==> src/rtl/core/rwc_pkg.sv <==
// Shared types, constants and modular helpers for the rolling weak checksum.
// No dependencies; imported by every module of the block.
package rwc_pkg;

    localparam int unsigned BYTE_W = 8;
    localparam int unsigned SUM_W  = 16;
    localparam int unsigned LEN_W  = 13;

    localparam logic [SUM_W:0]   CKSUM_MOD  = 17'd65521;
    localparam logic [LEN_W-1:0] LEN_RESET  = 13'd1024;
    localparam logic [SUM_W-1:0] SUM_A_INIT = 16'd1;
    localparam logic [SUM_W-1:0] SUM_B_INIT = 16'd0;

    // Item context carried from the accept stage to the roll stage
    typedef struct packed {
        logic [BYTE_W-1:0] data;
        logic              restart;
        logic              roll;
        logic              full;
        logic [LEN_W-1:0]  held;
        logic [LEN_W-1:0]  len;
    } item_meta_t;

    // Value known to be below 2*M
    function automatic logic [SUM_W-1:0] mod_fold2(input logic [SUM_W:0] x);
        logic [SUM_W:0] r;
        begin
            r = (x >= CKSUM_MOD) ? x - CKSUM_MOD : x;
            mod_fold2 = r[SUM_W-1:0];
        end
    endfunction

    // Value known to be below 3*M
    function automatic logic [SUM_W-1:0] mod_fold3(input logic [SUM_W+1:0] x);
        logic [SUM_W+1:0] m2;
        logic [SUM_W+1:0] r;
        begin
            m2 = {CKSUM_MOD, 1'b0};
            if (x >= m2)
                r = x - m2;
            else if (x >= {1'b0, CKSUM_MOD})
                r = x - {1'b0, CKSUM_MOD};
            else
                r = x;
            mod_fold3 = r[SUM_W-1:0];
        end
    endfunction

endpackage

==> src/rtl/core/rwc_ctrl.sv <==
// Accept-stage control: window length register, write pointer, fill count.
// Depends on rwc_pkg for item_meta_t and widths.
module rwc_ctrl #(
    parameter int unsigned WINDOW_MAX = 4096
) (
    input  logic                       clk,
    input  logic                       rst_n,
    input  logic                       cfg_write,
    input  logic [rwc_pkg::LEN_W-1:0]  window_length,
    input  logic                       accept,
    input  logic [rwc_pkg::BYTE_W-1:0] data_byte,
    input  logic                       restart,
    output logic [rwc_pkg::LEN_W-1:0]  slot,
    output rwc_pkg::item_meta_t        meta
);
    import rwc_pkg::*;

    localparam int unsigned LEN_MAXV = (1 << LEN_W) - 1;
    localparam int unsigned LEN_CAP  = (WINDOW_MAX > LEN_MAXV) ? LEN_MAXV : WINDOW_MAX;
    localparam logic [LEN_W-1:0] CAP = LEN_CAP[LEN_W-1:0];
    localparam logic [LEN_W-1:0] ONE = {{(LEN_W-1){1'b0}}, 1'b1};

    logic [LEN_W-1:0] wlen_reg;
    logic [LEN_W-1:0] ptr_reg,  ptr_next;
    logic [LEN_W-1:0] fill_reg, fill_next;
    logic [LEN_W-1:0] len;
    logic [LEN_W-1:0] ptr_cur;
    logic [LEN_W-1:0] fill_cur;
    logic [LEN_W:0]   ptr_inc;
    logic             roll;

    always_comb
    begin
        len = (wlen_reg == '0) ? ONE : wlen_reg;
        if (len > CAP)
            len = CAP;

        ptr_cur  = restart ? '0 : ptr_reg;
        if (ptr_cur >= len)
            ptr_cur = '0;
        fill_cur = restart ? '0 : fill_reg;

        roll      = (fill_cur >= len);
        fill_next = roll ? fill_cur : fill_cur + ONE;

        ptr_inc  = {1'b0, ptr_cur} + {1'b0, ONE};
        ptr_next = (ptr_inc >= {1'b0, len}) ? '0 : ptr_inc[LEN_W-1:0];

        meta.data    = data_byte;
        meta.restart = restart;
        meta.roll    = roll;
        meta.full    = (fill_next >= len);
        meta.held    = fill_next;
        meta.len     = len;
    end

    assign slot = ptr_cur;

    always_ff @(posedge clk or negedge rst_n)
    begin
        if (!rst_n)
        begin
            wlen_reg <= LEN_RESET;
            ptr_reg  <= '0;
            fill_reg <= '0;
        end
        else if (cfg_write)
        begin
            // new length starts a fresh stream
            wlen_reg <= window_length;
            ptr_reg  <= '0;
            fill_reg <= '0;
        end
        else if (accept)
        begin
            ptr_reg  <= ptr_next;
            fill_reg <= fill_next;
        end
    end

endmodule
==> config.mk <==
export PLATFORM = sky130hd
export DESIGN_NAME = rwc_ctrl
export DESIGN_NICKNAME = d
export VERILOG_FILES = /design/src/rtl/core/rwc_pkg.sv /design/src/rtl/core/rwc_ctrl.sv
export SDC_FILE = /design/constraint.sdc
export NUM_CORES = 1
export LEC_CHECK = 0
export ABC_AREA = 1
export CORE_MARGIN = 10
export CORE_UTILIZATION = 54
export CTS_CLUSTER_SIZE = 14
export DETAILED_ROUTE_END_ITERATION = 16
export DONT_BUFFER_PORTS = 1
export MAX_ROUTING_LAYER = met4
export PLACE_DENSITY_LB_ADDON = 0.12
export SLEW_MARGIN = 15
export SYNTH_ARGS = -nofsm -noshare
export SYNTH_HDL_FRONTEND = slang
export SYNTH_SLANG_ARGS = --single-unit
==> constraint.sdc <==
create_clock -name clk -period 4.65 [get_ports clk]
set_input_delay 0.93 -clock clk [delete_from_list [all_inputs] [get_ports clk]]
set_output_delay 0.93 -clock clk [all_outputs]
set_load 0.02 [all_outputs]
Yosys cells after proc, flatten, opt, wreduce, memory -nomap -nowiden:

Cells that the tools add are included.

* bits in registers: 39
* bits in latches: 0
* memory bits (writable): 0
* ROM bits: 0
* input bits: 26
* word-level logic and storage cells: 23
* memories kept: 0

* add/sub/neg operators: 2
* multiply operators: 0
* div/mod/pow operators: 0
* $lt $le $gt $ge: 5
* eq/ne operators: 0
* shift operators: 0
* muxes and demuxes: 11
* bitwise operators: 0
* reduce and logical (&&, ||, !) cells: 2

Operators with widths (count)
* $mux 13: 11
* $ge 13x13->1: 3
* $add 13x1->14 const B: 1
* $ge 14x13->1: 1
* $add 13x1->13 const B: 1
* $gt 13x13->1 const B: 1
* $logic_not 13->1: 1
* $reduce_bool 2->1: 1

Logic depth before layout (Yosys ltp):

* word-level depth: 11
* gate-level depth with buffers: 33
* gate-level depth less buffers: 32

Worst setup path before layout:

Ideal clock, no wire load.

* path type: reg-to-reg
* start point: reg wlen_reg[4]
* end point: reg ptr_reg[7]
* setup time: 0.066 ns
* data arrival time: 5.068 ns
* data required time: 4.584 ns
* path slack: -0.483 ns
* cell stages (with the launch flop): 31
* buffers on the path: 1
* clock period less this slack: 5.133 ns
* cell sequence: dfrtp_1 -> nor4_1 -> nand4_1 -> nand2_1 -> clkinv_1 -> nor2_1 -> inv_1 -> ha_1 -> nand2_2 -> nor2_2 -> nand3_1 -> nand2_2 -> nor2_4 -> nand2_2 -> nor3_1 -> ha_1 -> inv_1 -> nor2_2 -> nand2_1 -> xor2_1 -> ha_1 -> nand2_1 -> o21ai_0 -> a221oi_1 -> nand2_1 -> nand2_1 -> nand2_1 -> nor2_2 -> buf_6 -> nand2_1 -> nand2_1

RTL lines
* start: declaration: RTL line rwc_ctrl.sv:23 `logic [LEN_W-1:0] wlen_reg;`
* start signal: assignment: RTL line rwc_ctrl.sv:70 `wlen_reg <= window_length;`
* end signal: assignment: RTL line rwc_ctrl.sv:76 `ptr_reg <= ptr_next;`
* end: declaration: RTL line rwc_ctrl.sv:24 `logic [LEN_W-1:0] ptr_reg, ptr_next;`

==> results.py <==
metrics = {
    "synth": {
        "synth_top_area_share": 0.235,
        "synth_seq_cells": 39,
        "ys_warn_count": 0,
        "syn_inst": 585,
        "synthArstFlopShare": 1.00,
        "synth_top_cell_by_area": "dfrtp_1",
        "syn_area_per_cell_um2": 6.92,
        "synthTopCellsByArea": "dfrtp_1 23%, ha_1 17%, nand2_1 13%",
        "yosysSeqAreaShare": 0.241,
        "syn_area_mm2": 0.00405,
        "syn_nets": 665,
        "synth.distinct_cells": 42,
        "synth_edf_count": 0,
        "ys.flop_type": "dfrtp_1",
    },
    "final_layout": {
        "mostFrequentLayoutCell": "nand2_1",
        "layout_common_cells": "132 x nand2_1, 124 x buf_4, 94 x inv_1, 40 x ha_1, 38 x dfrtp_1",
        "antenna_cells": 0,
        "area_growth_pct": 40.0,
        "nNetsFinal": 780,
        "drive_above_1_share": 0.375,
    },
    "cts": {
        "clk_latency_ns": 0.31,
        "cts_buffers": 5,
        "cts_root_buffer": "clkbuf_8",
        "clk_path_buf_depth": 2,
        "cts_max_level": 2,
        "cts_tree": "done",
        "cts_sinks": 39,
        "clk_pin_slew_ns": 0.10,
    },
    "place": {
        "dp_slack_ns": -0.290,
        "gp_congestion": 0.946,
        "portBuffers": 0,
        "dp_hpwl_um": 10500,
    },
    "timing": {
        "worst_pin_slew_ns": 0.434,
        "grt_setup_unrepaired": "yes",
        "post-route-period-util": 1.10,
        "max_freq_mhz": 195,
        "clock_skew_ns": 0.0147,
        "max_slew_margin": 0.711,
        "min_period_ns": 5.12,
        "setup_ws_ns": -0.465,
        "whs_ns": 0.303,
        "finalMaxSlewViolations": 0,
        "hold_violations": 0,
        "setup_viol": 13,
    },
    "global_route": {
        "grt_pass1_vias": 4340,
        "antenna_found_initial": 0,
        "grt_max_degree": 40,
        "grt_use_total": 0.238,
        "overflow": 0,
        "grt_first_pass_wirelength_um": 21400,
    },
    "power_and_ir_drop": {
        "power_frac_comb": 0.512,
        "power.share.sequential": 0.294,
        "p_sw_frac": 0.412,
        "power.net_switching_uw": 527,
        "clock_power_share": 0.195,
        "powerDensity_mw_per_mm2": 226,
        "ir_drop_mv": 0.223,
        "power.leakage_nw": 3.08,
        "p_int_uw": 752,
    },
    "detailed_routing": {
        "drt_first_pass_iters": 6,
        "drc": 0,
        "drt_first_iter_violations": 265,
        "num_vias": 4265,
        "routed_wl_um": 14000,
        "antenna_left": 0,
        "drt-wirelength-per-cell_um": 17.5,
        "vias_per_cell": 5.33,
    },
    "die": {
        "die_area_mm2": 0.0114,
        "rows": 31,
        "io_pins": 76,
        "core_mm2": 0.00725,
        "die_h_um": 107,
        "die_w_um": 107,
        "start_util": 0.558,
    },
    "min_path": {
        "hp-class": "in2async",
    },
    "worst_setup_path": {
        "required_ns": 3.72,
        "reg2regPathDepth": 35,
        "cp_data_arrival_time_ns": 4.19,
        "cp-end-kind": "output port",
        "startpoint_type": "register",
        "worstSetupPathType": "reg2out",
        "crit_fanout": 6,
    },
    "run_status": {
        "violations": "setup timing",
        "status": "finished, violations left",
    },
    "flow_run": {
        "maxCapViolations": 0,
    },
}
## worst max-delay path, cell delays in order (launching register included)
cell	delay, ns
dfrtp_1	0.40
nor4_2	0.27
nand4_1	0.20
nand2_4	0.18
clkinv_8	0.10
nor2_4	0.10
inv_2	0.06
ha_4	0.26
nand4_1	0.14
nor4_2	0.32
nand3b_1	0.15
nand3_4	0.17
buf_6	0.13
buf_6	0.09
nand2_2	0.04
o21ai_2	0.07
inv_2	0.07
ha_4	0.21
nand2_2	0.06
nor2_1	0.05
a211oi_2	0.18
o21ai_1	0.10
a21oi_1	0.15
o21ai_1	0.08
a31o_2	0.28
## layout make-up
| class | instances | area (um^2) |
|---|---|---|
| multi-input combinational | 414 | 3000 |
| fill | 536 | 1580 |
| timing repair buffer | 130 | 1040 |
| sequential | 39 | 977 |
| inverter | 109 | 429 |
| tap | 99 | 124 |
| clock buffer | 5 | 68.8 |
| clock inverter | 3 | 20.0 |
| timing repair inverter | 1 | 11.3 |
## cell usage after synthesis (4+ instances only)
cell type / n
nand3_1: 18
nand4_1: 11
ha_1: 54
inv_1: 104
nor2_2: 7
nand2_1: 142
o22ai_1: 5
nand3_2: 4
nor4_1: 5
o21ai_0: 32
nor2_4: 5
nor2_1: 48
nand2_2: 14
buf_2: 4
dfrtp_1: 38
nor3_1: 11
clkbuf_1: 7
buf_4: 11
xor2_1: 17
a21oi_1: 19
## per-stage QoR
step	total power [mW]	setup TNS [ns]	utilization	instances	instance area, um^2
finish	1.28	-1.10	0.782	800	5670
global route	1.36	-4.89	0.782	800	5670
CTS	1.17	-0.726	0.713	788	5170
detailed placement	0.913	-2.44	0.691	778	5010
global placement	0.901	-0.492	0.691	778	5010
floorplan	0.707	0	-	585	4140
## repair_timing
item / CTS / global route
endpoints found under the setup margin: 14 / 14
setup buffers: 1 / 11
resized for setup: 14 / 75
hold endpoints to repair: 0 / 0
hold buffers: 0 / 0
cloned: 1 / 2
pin swaps: 5 / 32
## cell families (layout without fill, tap and decap cells)
family | after synthesis | in the layout | share of synthesized area
flip-flops | 39 | 39 | 0.241
AO/OA/AOI/OAI | 67 | 67 | 0.0964
XOR/XNOR | 18 | 18 | 0.0389
buffers and inverters | 132 | 248 | 0.136
AND/OR/NAND/NOR | 275 | 275 | 0.320
adder cells (fa/ha/maj) | 54 | 54 | 0.167
## layer usage
| layer | track usage | wire [um] |
|---|---|---|
| met5 | - | 0 |
| met4 | 0.0861 | 415 |
| met3 | 0.0359 | 811 |
| met2 | 0.422 | 7200 |
| met1 | 0.266 | 5530 |
## power by group through the flow
stage / sequential (mW) / clock [mW] / combinational, mW
6_report: 0.376 / 0.249 / 0.654
4_1_cts: 0.373 / 0.254 / 0.548
3_3_place_gp: 0.378 / 0 / 0.523
2_1_floorplan: 0.374 / 0 / 0.333
5_1_grt: 0.378 / 0.265 / 0.712
3_5_place_dp: 0.379 / 0 / 0.535
## final timing paths
path | to | start | slack [ns]
min in group clk | ptr_reg[10]$_DFFE_PN0P_ | ptr_reg[10]$_DFFE_PN0P_ | 0.49
worst min register to register | ptr_reg[10]$_DFFE_PN0P_ | ptr_reg[10]$_DFFE_PN0P_ | 0.49
worst max register to register | ptr_reg[2]$_DFFE_PN0P_ | wlen_reg[4]$_DFFE_PN0P_ | -0.07
worst max-delay path | meta[26] | wlen_reg[4]$_DFFE_PN0P_ | -0.47
max in group asynchronous | wlen_reg[10]$_DFFE_PN1P_ | rst_n | 4.16
worst min-delay path | fill_reg[4]$_DFFE_PN0P_ | rst_n | 0.30
Note: power is estimated with default switching activity, not from simulation.
